[config.mk]
export PLATFORM = sky130hd
export DESIGN_NAME = dc_tracking_voice_activity_detector_flat
export DESIGN_NICKNAME = d
export VERILOG_FILES = /design/src/sv/dctvad_pkg.sv /design/src/sv/dctvad_stream_if.sv /design/src/sv/dc_tracking_voice_activity_detector.sv /design/src/sv/dctvad_frame_acc.sv /design/src/sv/dctvad_dc_track.sv /design/src/sv/dctvad_detect.sv /design/src/flat_wrapper.sv
export VERILOG_INCLUDE_DIRS = /design/src /design/src/sv
export SDC_FILE = /design/constraint.sdc
export NUM_CORES = 2
export LEC_CHECK = 0
export BUFFER_PORTS_ARGS = -buffer_cell sky130_fd_sc_hd__buf_2
export CORE_AREA = 2 2 256 258
export DETAILED_ROUTE_END_ITERATION = 7
export DIE_AREA = 0 0 258 260
export PLACE_DENSITY_LB_ADDON = 0.2
export SYNTH_ARGS = -nofsm -noshare
export SYNTH_HDL_FRONTEND = slang
export SYNTH_SLANG_ARGS = --single-unit
export TNS_END_PERCENT = 1
[constraint.sdc]
create_clock -name clk -period 17.3 [get_ports clk]
set_input_delay 3.46 -clock clk [delete_from_list [all_inputs] [get_ports clk]]
set_output_delay 3.46 -clock clk [all_outputs]
set_load 0.03 [all_outputs]
[src/sv/dc_tracking_voice_activity_detector_assert.svh]
// assertion macros for the dc tracking voice activity detector
// used by the top level only; expects clk and rst_n in the including scope
`ifndef DC_TRACKING_VOICE_ACTIVITY_DETECTOR_ASSERT_SVH
`define DC_TRACKING_VOICE_ACTIVITY_DETECTOR_ASSERT_SVH

// same-cycle implication
`define DCTVAD_ASSERT_IMPL(label, ante, cons, msg) \
    label: assert property (@(posedge clk) disable iff (!rst_n) (ante) |-> (cons)) \
        else $error(msg);

// next-cycle implication
`define DCTVAD_ASSERT_NEXT(label, ante, cons, msg) \
    label: assert property (@(posedge clk) disable iff (!rst_n) (ante) |=> (cons)) \
        else $error(msg);

`endif

[src/sv/dctvad_pkg.sv]
// shared constants and types for the dc tracking voice activity detector
// no dependencies; used by every module and the top level
package dctvad_pkg;

    localparam int FRAME_LEN_DEFAULT = 160;

    localparam int SAMPLE_W    = 12;
    localparam int SUM_W       = 20;
    localparam int DC_W        = 20;
    localparam int DC_FRAC_W   = 8;
    localparam int QUOT_W      = 20;
    localparam int NUM_W       = SUM_W + DC_FRAC_W;
    localparam int LEN_W       = 8;
    localparam int RECIP_W     = 28;
    localparam int PROD_W      = 48;
    localparam int X_W         = 24;
    localparam int OUT_W       = 16;
    localparam int MAG_W       = OUT_W + 1;
    localparam int MAG_THR_W   = 16;
    localparam int CNT_W       = 8;
    localparam int CFG_IDX_W   = 8;
    localparam int CFG_DATA_W  = 16;

    localparam logic [DC_W-1:0]      DC_RESET       = DC_W'(1891 << DC_FRAC_W);
    localparam logic [MAG_THR_W-1:0] MAG_THR_RESET  = 16'd2000;
    localparam logic [CNT_W-1:0]     LOUD_THR_RESET = 8'd30;

    localparam logic [3:0] GAIN       = 4'd14;
    localparam logic [3:0] OLD_WEIGHT = 4'd9;

    // x / 10 == (x * ceil(2^27 / 10)) >> 27, exact for x below 2^26
    localparam logic [X_W-1:0] DIV10_MUL   = 24'd13421773;
    localparam int             DIV10_SHIFT = 27;

    localparam logic [CFG_IDX_W-1:0] REG_MAG_THRESHOLD  = 8'd0;
    localparam logic [CFG_IDX_W-1:0] REG_LOUD_THRESHOLD = 8'd1;

    typedef struct packed {
        logic [SAMPLE_W-1:0] adc_sample;
        logic                clear_active;
    } in_item_t;

    typedef struct packed {
        logic signed [OUT_W-1:0] centered_sample;
        logic                    frame_end;
        logic                    frame_voiced;
        logic                    voice_active;
        logic                    voice_onset;
    } out_item_t;

    typedef struct packed {
        logic [CFG_IDX_W-1:0]  index;
        logic [CFG_DATA_W-1:0] data;
    } cfg_req_t;

    // input stage to dc pipeline
    typedef struct packed {
        logic                valid;
        logic [SAMPLE_W-1:0] sample;
        logic                clr;
        logic                fend;
        logic [SUM_W-1:0]    sum;
    } acc_item_t;

    // dc pipeline to detection stage
    typedef struct packed {
        logic                valid;
        logic [SAMPLE_W-1:0] sample;
        logic                clr;
        logic                fend;
    } det_item_t;

    typedef struct packed {
        logic [MAG_THR_W-1:0] mag_thr;
        logic [CNT_W-1:0]     loud_thr;
    } thr_t;

endpackage

[src/sv/dctvad_stream_if.sv]
// valid/ready channel carrying one payload per request
// no dependencies; the payload type is set where the channel is declared
interface dctvad_stream_if #(parameter type payload_t = logic);

    logic     valid;
    logic     ready;
    payload_t payload;

    modport source (output valid, output payload, input ready);
    modport sink   (input valid, input payload, output ready);

endinterface

[src/sv/dc_tracking_voice_activity_detector.sv]
// each request passes the input register, the three dc stages and the result register
// throughput: one sample per cycle; the whole pipeline holds while a result waits
// the dc update runs in three registered stages (reciprocal multiply, correction,
// divide-by-ten multiply) and commits as the frame-end sample reaches the result register
// reset: thresholds 2000 and 30, dc level 1891.0, frame counters and activity clear
// depends on dctvad_pkg, dctvad_stream_if and the three pipeline modules
`include "dc_tracking_voice_activity_detector_assert.svh"

module dc_tracking_voice_activity_detector
    import dctvad_pkg::*;
#(
    parameter int FRAME_LEN = FRAME_LEN_DEFAULT
)
(
    input  logic            clk,
    input  logic            rst_n,
    dctvad_stream_if.sink   item,
    dctvad_stream_if.source result,
    dctvad_stream_if.sink   cfg
);

    logic [MAG_THR_W-1:0] mag_thr_reg;
    logic [CNT_W-1:0]     loud_thr_reg;
    logic                 advance;
    acc_item_t            acc;
    det_item_t            det;
    logic [SAMPLE_W-1:0]  dc_int;
    thr_t                 thr;

    assign advance  = !result.valid || result.ready;
    assign cfg.ready = 1'b1;

    always_ff @(posedge clk or negedge rst_n)
    begin
        if (!rst_n)
        begin
            mag_thr_reg  <= MAG_THR_RESET;
            loud_thr_reg <= LOUD_THR_RESET;
        end
        else if (cfg.valid)
        begin
            unique case (cfg.payload.index)
                REG_MAG_THRESHOLD:  mag_thr_reg  <= cfg.payload.data[MAG_THR_W-1:0];
                REG_LOUD_THRESHOLD: loud_thr_reg <= cfg.payload.data[CNT_W-1:0];
                default: ;
            endcase
        end
    end

    assign thr.mag_thr  = mag_thr_reg;
    assign thr.loud_thr = loud_thr_reg;

    dctvad_frame_acc #(
        .FRAME_LEN (FRAME_LEN)
    ) u_frame_acc (
        .clk     (clk),
        .rst_n   (rst_n),
        .advance (advance),
        .item    (item),
        .acc     (acc)
    );

    dctvad_dc_track #(
        .FRAME_LEN (FRAME_LEN)
    ) u_dc_track (
        .clk     (clk),
        .rst_n   (rst_n),
        .advance (advance),
        .acc     (acc),
        .det     (det),
        .dc_int  (dc_int)
    );

    dctvad_detect u_detect (
        .clk     (clk),
        .rst_n   (rst_n),
        .advance (advance),
        .det     (det),
        .dc_int  (dc_int),
        .thr     (thr),
        .result  (result)
    );

    `DCTVAD_ASSERT_IMPL(a_onset_needs_voiced_end, result.valid && result.payload.voice_onset, result.payload.frame_voiced && result.payload.frame_end, "voice onset outside a voiced frame end")
    `DCTVAD_ASSERT_IMPL(a_voiced_sets_active, result.valid && result.payload.frame_voiced, result.payload.voice_active, "voiced frame left activity clear")
    `DCTVAD_ASSERT_IMPL(a_no_accept_on_stall, item.valid && item.ready, !result.valid || result.ready, "request accepted while the pipeline is held")
    `DCTVAD_ASSERT_NEXT(a_accept_fills_stage, item.valid && item.ready, acc.valid, "accepted request missing from the input stage")

endmodule

[src/sv/dctvad_frame_acc.sv]
// input register with frame position and raw sample sum
// depends on dctvad_pkg and dctvad_stream_if
module dctvad_frame_acc
    import dctvad_pkg::*;
#(
    parameter int FRAME_LEN = FRAME_LEN_DEFAULT
)
(
    input  logic            clk,
    input  logic            rst_n,
    input  logic            advance,
    dctvad_stream_if.sink   item,
    output acc_item_t       acc
);

    localparam int               IDX_W    = $clog2(FRAME_LEN);
    localparam logic [IDX_W-1:0] LAST_IDX = IDX_W'(FRAME_LEN - 1);

    logic [IDX_W-1:0]    idx_reg, idx_next;
    logic [SUM_W-1:0]    sum_reg, sum_next;
    logic                valid_reg;
    logic [SAMPLE_W-1:0] sample_reg;
    logic                clr_reg;
    logic                fend_reg;
    logic [SUM_W-1:0]    total_reg;

    logic                accept;
    logic                is_last;
    logic [SUM_W-1:0]    sum_total;

    assign item.ready = advance;
    assign accept     = item.valid && advance;
    assign is_last    = idx_reg >= LAST_IDX;
    assign sum_total  = sum_reg + SUM_W'(item.payload.adc_sample);

    always_comb
    begin
        idx_next = idx_reg;
        sum_next = sum_reg;
        if (accept)
        begin
            if (is_last)
            begin
                idx_next = '0;
                sum_next = '0;
            end
            else
            begin
                idx_next = idx_reg + 1'b1;
                sum_next = sum_total;
            end
        end
    end

    always_ff @(posedge clk or negedge rst_n)
    begin
        if (!rst_n)
        begin
            idx_reg   <= '0;
            sum_reg   <= '0;
            valid_reg <= 1'b0;
        end
        else
        begin
            idx_reg <= idx_next;
            sum_reg <= sum_next;
            if (advance)
            begin
                valid_reg <= item.valid;
            end
        end
    end

    always_ff @(posedge clk)
    begin
        if (accept)
        begin
            sample_reg <= item.payload.adc_sample;
            clr_reg    <= item.payload.clear_active;
            fend_reg   <= is_last;
            total_reg  <= sum_total;
        end
    end

    assign acc.valid  = valid_reg;
    assign acc.sample = sample_reg;
    assign acc.clr    = clr_reg;
    assign acc.fend   = fend_reg;
    assign acc.sum    = total_reg;

endmodule

[src/sv/dctvad_dc_track.sv]
// three-stage pipeline computing the next dc level at frame end
// depends on dctvad_pkg; feeds dctvad_detect
module dctvad_dc_track
    import dctvad_pkg::*;
#(
    parameter int FRAME_LEN = FRAME_LEN_DEFAULT
)
(
    input  logic                clk,
    input  logic                rst_n,
    input  logic                advance,
    input  acc_item_t           acc,
    output det_item_t           det,
    output logic [SAMPLE_W-1:0] dc_int
);

    // reciprocal of the frame length, leaves the quotient at most one short
    localparam logic [RECIP_W-1:0] RECIP = RECIP_W'((64'd1 << RECIP_W) / FRAME_LEN);
    localparam logic [LEN_W-1:0]   LEN   = LEN_W'(FRAME_LEN);
    localparam int                 QSHIFT = RECIP_W - DC_FRAC_W;

    logic [DC_W-1:0]     dc_reg;

    logic                v1_reg, v2_reg, v3_reg;
    logic [SAMPLE_W-1:0] s1_reg, s2_reg, s3_reg;
    logic                c1_reg, c2_reg, c3_reg;
    logic                f1_reg, f2_reg, f3_reg;
    logic [SUM_W-1:0]    sum1_reg, sum2_reg;
    logic [PROD_W-1:0]   prod1_reg, prod3_reg;
    logic [QUOT_W-1:0]   q0_reg;
    logic [NUM_W-1:0]    p2_reg;

    logic [PROD_W-1:0]   prod1_next;
    logic [QUOT_W-1:0]   q0_next;
    logic [NUM_W-1:0]    p2_next;
    logic [NUM_W-1:0]    num;
    logic [NUM_W-1:0]    rem;
    logic [QUOT_W-1:0]   mean;
    logic [X_W-1:0]      x;
    logic [PROD_W-1:0]   prod3_next;

    // mean_q8 = floor(sum * 256 / FRAME_LEN)
    assign prod1_next = PROD_W'(acc.sum) * PROD_W'(RECIP);
    assign q0_next    = prod1_reg[QSHIFT +: QUOT_W];
    assign p2_next    = NUM_W'(q0_next) * NUM_W'(LEN);
    assign num        = {sum2_reg, {DC_FRAC_W{1'b0}}};
    assign rem        = num - p2_reg;
    assign mean       = q0_reg + QUOT_W'(rem >= NUM_W'(LEN));

    // 9 * dc + mean, then divide by ten
    assign x          = X_W'(dc_reg) * X_W'(OLD_WEIGHT) + X_W'(mean);
    assign prod3_next = PROD_W'(x) * PROD_W'(DIV10_MUL);

    always_ff @(posedge clk or negedge rst_n)
    begin
        if (!rst_n)
        begin
            v1_reg <= 1'b0;
            v2_reg <= 1'b0;
            v3_reg <= 1'b0;
            dc_reg <= DC_RESET;
        end
        else if (advance)
        begin
            v1_reg <= acc.valid;
            v2_reg <= v1_reg;
            v3_reg <= v2_reg;
            // commits as the frame-end sample leaves, so it still sees the old level
            if (v3_reg && f3_reg)
            begin
                dc_reg <= prod3_reg[DIV10_SHIFT +: DC_W];
            end
        end
    end

    always_ff @(posedge clk)
    begin
        if (advance)
        begin
            s1_reg    <= acc.sample;
            c1_reg    <= acc.clr;
            f1_reg    <= acc.fend;
            sum1_reg  <= acc.sum;
            prod1_reg <= prod1_next;

            s2_reg    <= s1_reg;
            c2_reg    <= c1_reg;
            f2_reg    <= f1_reg;
            sum2_reg  <= sum1_reg;
            q0_reg    <= q0_next;
            p2_reg    <= p2_next;

            s3_reg    <= s2_reg;
            c3_reg    <= c2_reg;
            f3_reg    <= f2_reg;
            prod3_reg <= prod3_next;
        end
    end

    assign det.valid  = v3_reg;
    assign det.sample = s3_reg;
    assign det.clr    = c3_reg;
    assign det.fend   = f3_reg;
    assign dc_int     = dc_reg[DC_W-1:DC_FRAC_W];

endmodule

[src/sv/dctvad_detect.sv]
// centering, loud sample count, voicing flags and the result register
// depends on dctvad_pkg and dctvad_stream_if
module dctvad_detect
    import dctvad_pkg::*;
(
    input  logic                clk,
    input  logic                rst_n,
    input  logic                advance,
    input  det_item_t           det,
    input  logic [SAMPLE_W-1:0] dc_int,
    input  thr_t                thr,
    dctvad_stream_if.source     result
);

    logic             active_reg, active_next;
    logic [CNT_W-1:0] loud_reg, loud_next;
    logic             valid_reg;
    out_item_t        out_reg;

    logic [OUT_W-1:0] diff;
    logic [OUT_W-1:0] scaled;
    logic [MAG_W-1:0] mag;
    logic             loud;
    logic             active_clr;
    logic [CNT_W-1:0] loud_inc;
    logic             voiced;
    logic             onset;
    logic             take;

    assign diff       = OUT_W'(det.sample) - OUT_W'(dc_int);
    assign scaled     = OUT_W'(diff * OUT_W'(GAIN));
    // most negative value counts as magnitude 32768
    assign mag        = scaled[OUT_W-1] ? (MAG_W'(1 << OUT_W) - MAG_W'(scaled))
                                        : MAG_W'(scaled);
    assign loud       = mag > MAG_W'(thr.mag_thr);
    assign active_clr = det.clr ? 1'b0 : active_reg;
    assign loud_inc   = loud_reg + CNT_W'(loud);
    assign voiced     = det.fend && (loud_inc > thr.loud_thr);
    assign onset      = voiced && !active_clr;
    assign take       = advance && det.valid;

    always_comb
    begin
        active_next = active_reg;
        loud_next   = loud_reg;
        if (take)
        begin
            active_next = active_clr || voiced;
            loud_next   = det.fend ? '0 : loud_inc;
        end
    end

    always_ff @(posedge clk or negedge rst_n)
    begin
        if (!rst_n)
        begin
            active_reg <= 1'b0;
            loud_reg   <= '0;
            valid_reg  <= 1'b0;
        end
        else
        begin
            active_reg <= active_next;
            loud_reg   <= loud_next;
            if (advance)
            begin
                valid_reg <= det.valid;
            end
        end
    end

    always_ff @(posedge clk)
    begin
        if (take)
        begin
            out_reg.centered_sample <= scaled;
            out_reg.frame_end       <= det.fend;
            out_reg.frame_voiced    <= voiced;
            out_reg.voice_active    <= active_next;
            out_reg.voice_onset     <= onset;
        end
    end

    assign result.valid   = valid_reg;
    assign result.payload = out_reg;

endmodule

[src/flat_wrapper.sv]
// flat-port wrapper written by rule: the top's interface ports become plain ports
module dc_tracking_voice_activity_detector_flat import dctvad_pkg::*;
#(
    parameter int FRAME_LEN = FRAME_LEN_DEFAULT
)
  (clk, rst_n, item_valid, item_payload, item_ready, result_valid, result_payload, result_ready, cfg_valid, cfg_payload, cfg_ready);
  dctvad_stream_if #(.payload_t(in_item_t)) item_i ();
  dctvad_stream_if #(.payload_t(out_item_t)) result_i ();
  dctvad_stream_if #(.payload_t(cfg_req_t)) cfg_i ();
  input  logic clk;
  input  logic rst_n;
  input wire logic [$bits(item_i.valid)-1:0] item_valid;
  input wire logic [$bits(item_i.payload)-1:0] item_payload;
  output wire logic [$bits(item_i.ready)-1:0] item_ready;
  output wire logic [$bits(result_i.valid)-1:0] result_valid;
  output wire logic [$bits(result_i.payload)-1:0] result_payload;
  input wire logic [$bits(result_i.ready)-1:0] result_ready;
  input wire logic [$bits(cfg_i.valid)-1:0] cfg_valid;
  input wire logic [$bits(cfg_i.payload)-1:0] cfg_payload;
  output wire logic [$bits(cfg_i.ready)-1:0] cfg_ready;
  assign item_i.valid = item_valid;
  assign item_i.payload = item_payload;
  assign item_ready = item_i.ready;
  assign result_valid = result_i.valid;
  assign result_payload = result_i.payload;
  assign result_i.ready = result_ready;
  assign cfg_i.valid = cfg_valid;
  assign cfg_i.payload = cfg_payload;
  assign cfg_ready = cfg_i.ready;
  dc_tracking_voice_activity_detector #(.FRAME_LEN(FRAME_LEN)) u_core (.clk(clk), .rst_n(rst_n), .item(item_i), .result(result_i), .cfg(cfg_i));
endmodule
* Yosys cells after proc, flatten, opt, wreduce, memory -nomap -nowiden
Index checks and enable logic that the tools add are counted.
Cells by class: add/subtract/negate cells 8, multipliers 5, magnitude comparators 4, eq/ne operators 1, multiplexer cells 6, reduce and logical (&&, ||, !) cells 13
Operators with widths (count):
- 24-bit by 24-bit multiplier with 47-bit output (second input constant) | 1
- 20-bit by 21-bit multiplier with 40-bit output (second input constant) | 1
- 28-bit by 8-bit greater-or-equal comparator with 1-bit output (second input constant) | 1
- 28-bit subtractor | 1
- 24-bit by 20-bit adder with 24-bit output | 1
- 20-bit by 4-bit multiplier with 24-bit output (second input constant) | 1
- 20-bit by 3-bit multiplier with 23-bit output (second input constant) | 1
- 20-bit by 1-bit adder with 20-bit output | 1
- 20-bit by 12-bit adder with 20-bit output | 1
- 20-bit two-way mux | 1
- 17-bit by 16-bit greater-than comparator with 1-bit output | 1
- 17-bit two-way mux | 1
- 17-bit by 16-bit subtractor with 17-bit output (first input constant) | 1
- 16-bit by 3-bit multiplier with 15-bit output (second input constant) | 1
- 8-bit two-way mux | 2
- 12-bit by 12-bit subtractor with 13-bit output | 1
- 8-bit by 1-bit adder with 8-bit output | 1
- 8-bit by 1-bit adder with 8-bit output (second input constant) | 1
- 8-bit by 1-bit == test with 1-bit output (second input constant) | 1
- 8-bit greater-or-equal comparator (second input constant) | 1
- 8-bit greater-than comparator | 1
- 8-bit logical NOT | 1
- 2-bit AND reduction | 3
- 1-bit logical AND | 5
- 3 further kinds | 6
Word-level totals: bits in registers 351, output and inout bits 23

* Depth between registers and ports, before layout
word-level depth 10, gate-level depth with buffers 56, depth with buffers taken out 55

* By module
Synthesis repeated with hierarchy kept, for this count alone.
Unflattened totals: cells, all modules 2986, area, all modules 32663.8 sq um
By module, submodules not included:
- dctvad_dc_track | times used 1, cells each 2285, area each 25145.4 sq um, sequential area each 5479.0 sq um
- dctvad_detect | times used 1, cells each 391, area each 3500.9 sq um, sequential area each 820.8 sq um
- dctvad_frame_acc | times used 1, cells each 252, area each 3020.4 sq um, sequential area each 1746.7 sq um
- dc_tracking_voice_activity_detector | times used 1, cells each 58, area each 997.2 sq um, sequential area each 613.1 sq um

* Least setup slack after synthesis
Ideal clock, no wire load.
kind register to register, from reg u_core.u_dc_track.sum2_reg[17], to reg u_core.u_dc_track.prod3_reg[45] (data pin), library setup time 0.263 ns, data arrival time 11.882 ns, data required time 17.037 ns, slack 5.155 ns, cell stages (with the launch flop) 50, buffers on the path 0, clock period less this slack 12.145 ns, cells stage by stage edfxtp_1 > ha_1 > inv_1 > a2bb2oi_1 > o22ai_1 > a221oi_1 > o2111ai_1 > nor4_1 > nand4_1 > a2111oi_4 > o2111ai_1 > or4_1 > ha_1 > nand3_1 > nor2_1 > and3_1 > nand2_1 > xor2_1 > [14 not listed] > fa_1 > inv_1 > fa_1 > fa_1 > inv_1 > fa_1 > inv_1 > ha_1 > a211oi_1 > o21bai_1 > a2111oi_0 > o21ai_0 > o21ai_1 > a21oi_1 > o21ai_1 > nand2_1 > a311oi_1 > xnor2_1
Between the ends: cells in the longest elaborated chain, start to end 5
RTL lines:
- from (decl) | RTL line dctvad_dc_track.sv:28 | logic [SUM_W-1:0] sum1_reg, sum2_reg;
- from (signal assigned) | RTL line dctvad_dc_track.sv:89 | sum2_reg <= sum1_reg;
- 28-bit subtractor | RTL line dctvad_dc_track.sv:47 | assign rem = num - p2_reg;
- 28-bit by 8-bit greater-or-equal comparator with 1-bit output | RTL line dctvad_dc_track.sv:48 | assign mean = q0_reg + QUOT_W'(rem >= NUM_W'(LEN));
- 20-bit by 1-bit adder with 20-bit output | RTL line dctvad_dc_track.sv:48
- 24-bit by 20-bit adder with 24-bit output | RTL line dctvad_dc_track.sv:51 | assign x = X_W'(dc_reg) * X_W'(OLD_WEIGHT) + X_W'(mean);
- 24-bit by 24-bit multiplier with 47-bit output | RTL line dctvad_dc_track.sv:52 | assign prod3_next = PROD_W'(x) * PROD_W'(DIV10_MUL);
- net u_core.u_dc_track.prod3_next[45] | RTL line dctvad_dc_track.sv:40 | logic [PROD_W-1:0] prod3_next;
- to (signal assigned) | RTL line dctvad_dc_track.sv:96 | prod3_reg <= prod3_next;
- to (decl) | RTL line dctvad_dc_track.sv:29 | logic [PROD_W-1:0] prod1_reg, prod3_reg;
The timed path passes the listed nets, and every way through them passes these cells. A chain may end at the register's enable or synchronous reset.

* Final worst setup path
from reg u_core.u_dc_track.q0_reg[1], to reg u_core.u_dc_track.prod3_reg[44] (data pin)
Between the ends: cells in the longest elaborated chain, start to end 3
RTL lines:
- from (decl) | RTL line dctvad_dc_track.sv:30 | logic [QUOT_W-1:0] q0_reg;
- from (signal assigned) | RTL line dctvad_dc_track.sv:90 | q0_reg <= q0_next;
- 20-bit by 1-bit adder with 20-bit output | RTL line dctvad_dc_track.sv:48
- 24-bit by 20-bit adder with 24-bit output | RTL line dctvad_dc_track.sv:51
- 24-bit by 24-bit multiplier with 47-bit output | RTL line dctvad_dc_track.sv:52
- net u_core.u_dc_track.prod3_next[44] | RTL line dctvad_dc_track.sv:40
The timed path passes the listed nets, and every way through them passes these cells.

==> flow_summary.ini <==
[sta]
totalNegativeSetupSlack_ns = 0
timing.hold.ws_ns = 0.419
worst_pin_slew_ns = 1.06
report.final.setup_viol = 0
final-hold-violation-count = 0
min_period_ns = 13.96
skew_ns = 0.0190
slew_headroom_pct = 29.2
finalMaxSlewViolations = 0
rsz0062_at_grt = no
finalCritPeriodShare_pct = 80.7
max_freq_ghz = 0.0716

[synth]
syn-num-nets = 3896
synth_ff_type = edfxtp_1
synth.distinct_cells = 77
synth_edf_count = 216
synthArstFlopShare_pct = 28.5
syn_inst = 2934
synth_top_cell_by_area = ha_1
yosysMostFrequentCell = inv_1
yosysSeqAreaShare_pct = 27.1
synth_area_leaders = ha_1 22%, fa_1 22%, edfxtp_1 20%, inv_1 7.9%, dfrtp_1 5.4%
avgSynthCellArea_um2 = 10.9
synth_top_area_share_pct = 22.2
synthTopCellsByCount = 675 x inv_1, 568 x ha_1, 352 x fa_1
ys_warn_count = 0
syn-cell-area_um2 = 31900
ys_ff_latch = 302

[clock_tree]
cts_resized = 0
cts_sinks = 302
cts_tree = done
cts_max_level = 1
cts_buffer_depth = 3
clkTransAtPathRegs_ns = 0.07
postCtsHoldBufs = 0
insertion_delay_ns = 0.58
cts_buffers = 31
postCtsSetupRepairBufs = 0
root_buffer = clkbuf_16

[layout]
fillers = 5584
layout.nets = 3991
largest_reg_flops = 21
areaGrowthSynthToFinish_pct = 7.88
drive_gt1_share_pct = 6.71
seq_area_um2 = 8660
multiInputGateArea_um2 = 20700
num_antenna_cells = 0

[critical_path]
path_depth = 51
critPathTopFamily = adder cells
crit_fanout = 10
critical_path_class = reg2reg
slowest_stage = a2111oi_0
r2r_slack_ns = 3.34
cp_slowest_stage_delay_ns = 0.65
cp_common_cell = fa_1
reg2reg_depth = 51
arrival_ns = 14.28
cp-end-kind = flip-flop
crit_buf_inv = 6
cp-start-kind = flip-flop
cp.required_ns = 17.62

[floorplanning]
dieArea_um2 = 67100
io_pins = 65
die-width_um = 258
fp-row-count = 93
core_um2 = 64100
die_y_um = 260
start_util_pct = 49.8

[route]
drt_iter0_drc = 947
via_count = 20400
antenna_left = 0
wl_met2_mm = 33.8
routed_wl_mm = 68.5
wl_met3_mm = 2.56
met1Wirelength_mm = 30.5
remaining_drc_errors = 0
viasPerCell = 5.23
routed.top_layer = met4
wire_per_inst_um = 17.5
dr.pass1.iters = 5

[grt]
grt_pass1_wl_mm = 116
grt_util_all_layers_pct = 21.5
grt_antenna_before_repair = 0
grt_pass1_vias = 22400
grt_max_degree = 88
grt_overflow = 0

[place]
io_buffers = 62
dp_hpwl_mm = 58.4
gp_congestion = 0.926

[run]
cap_viol_max_count = 0

[run_status]
status = complete, no violations

[worst_hold_path]
worstHoldPathCells = 0
min_path_type = reg2reg
worst reg2reg max path: cells and delay by family (launching register included):
kind,cells,cell delay (ns)
DFF,1,0.57
adders and majority gates,12,5.05
and+or+nand+nor,12,2.76
AOI/OAI and AO/OA,18,4.53
muxes,1,0.13
xor gates and xnor gates,2,0.32
buffers and inverters,6,0.36
cell type report:
class	count	area share (%)
Tap cell	855	3.10
Sequential cell	302	25.1
Multi-Input combinational cell	1937	60.0
Clock inverter	23	0.795
Clock buffer	35	2.32
Timing Repair Buffer	80	1.30
Inverter	677	7.37
logic make-up (layout without fill, tap and decap cells):
| logic type | count (synthesis) | in the layout | synth area share [%] |
|---|---|---|---|
| AND/OR/NAND/NOR | 393 | 393 | 5.93 |
| adder cells (fa/ha/maj) | 920 | 920 | 44.3 |
| other | 2 | 2 | 0.0235 |
| AO/OA/AOI/OAI | 424 | 424 | 8.72 |
| XOR/XNOR | 165 | 165 | 4.52 |
| flip-flops | 302 | 302 | 27.1 |
| buffers and inverters | 695 | 815 | 8.22 |
| multiplexers | 33 | 33 | 1.16 |
path summary, 6_finish.rpt:
path                                               start                         endpoint
hold / removal             u_core.u_dc_track.sum1_reg[9]    u_core.u_dc_track.sum2_reg[9]
max in group asynchronous                          rst_n   u_core.u_frame_acc.sum_reg[16]
setup reg to reg             u_core.u_dc_track.q0_reg[1]  u_core.u_dc_track.prod3_reg[44]
setup / recovery             u_core.u_dc_track.q0_reg[1]  u_core.u_dc_track.prod3_reg[44]
hold reg to reg            u_core.u_dc_track.sum1_reg[9]    u_core.u_dc_track.sum2_reg[9]
min in group asynchronous                          rst_n           u_core.mag_thr_reg[15]
stage by stage:
stage                     area [µm²]  cells  setup WS [ns]  util [%]
after floorplan                31900   2934           5.16         -
after global placement         33400   3851           3.71      52.1
after detailed placement       33400   3851           3.52      52.1
after CTS                      34500   3909           3.44      53.7
after global routing           34500   3909           2.04      53.7
final                          34500   3909           3.34      53.7
placed cells by master, fill, tap and decap left out, types with 12 or more instances in the layout:
cell,count
a211oi_1,20
a21o_1,54
a21oi_1,98
a22o_1,17
a31oi_1,14
and3_1,20
buf_2,61
buf_4,19
clkbuf_16,31
dfrtp_1,69
dfstp_2,17
edfxtp_1,216
fa_1,352
ha_1,568
inv_1,675
mux2_2,32
nand2_1,122
nand2b_1,17
nand3_1,39
nand4_1,16
nor2_1,94
nor2b_1,15
nor3_1,21
o21a_1,16
o21ai_0,101
o21bai_1,16
o31ai_1,12
xnor2_1,110
xor2_1,55
metal layers:
| metal | global-route usage (%) | vias up |
|---|---|---|
| li1 | - | 9941 |
| met1 | 28.5 | 10100 |
| met2 | 37.9 | 315 |
| met3 | 2.55 | 93 |
| met4 | 5.06 | 0 |
| met5 | 0 | - |
Power is left out: the tool's default activity adds up to more than one toggle a clock period on the data nets, which glitch-free logic cannot reach.
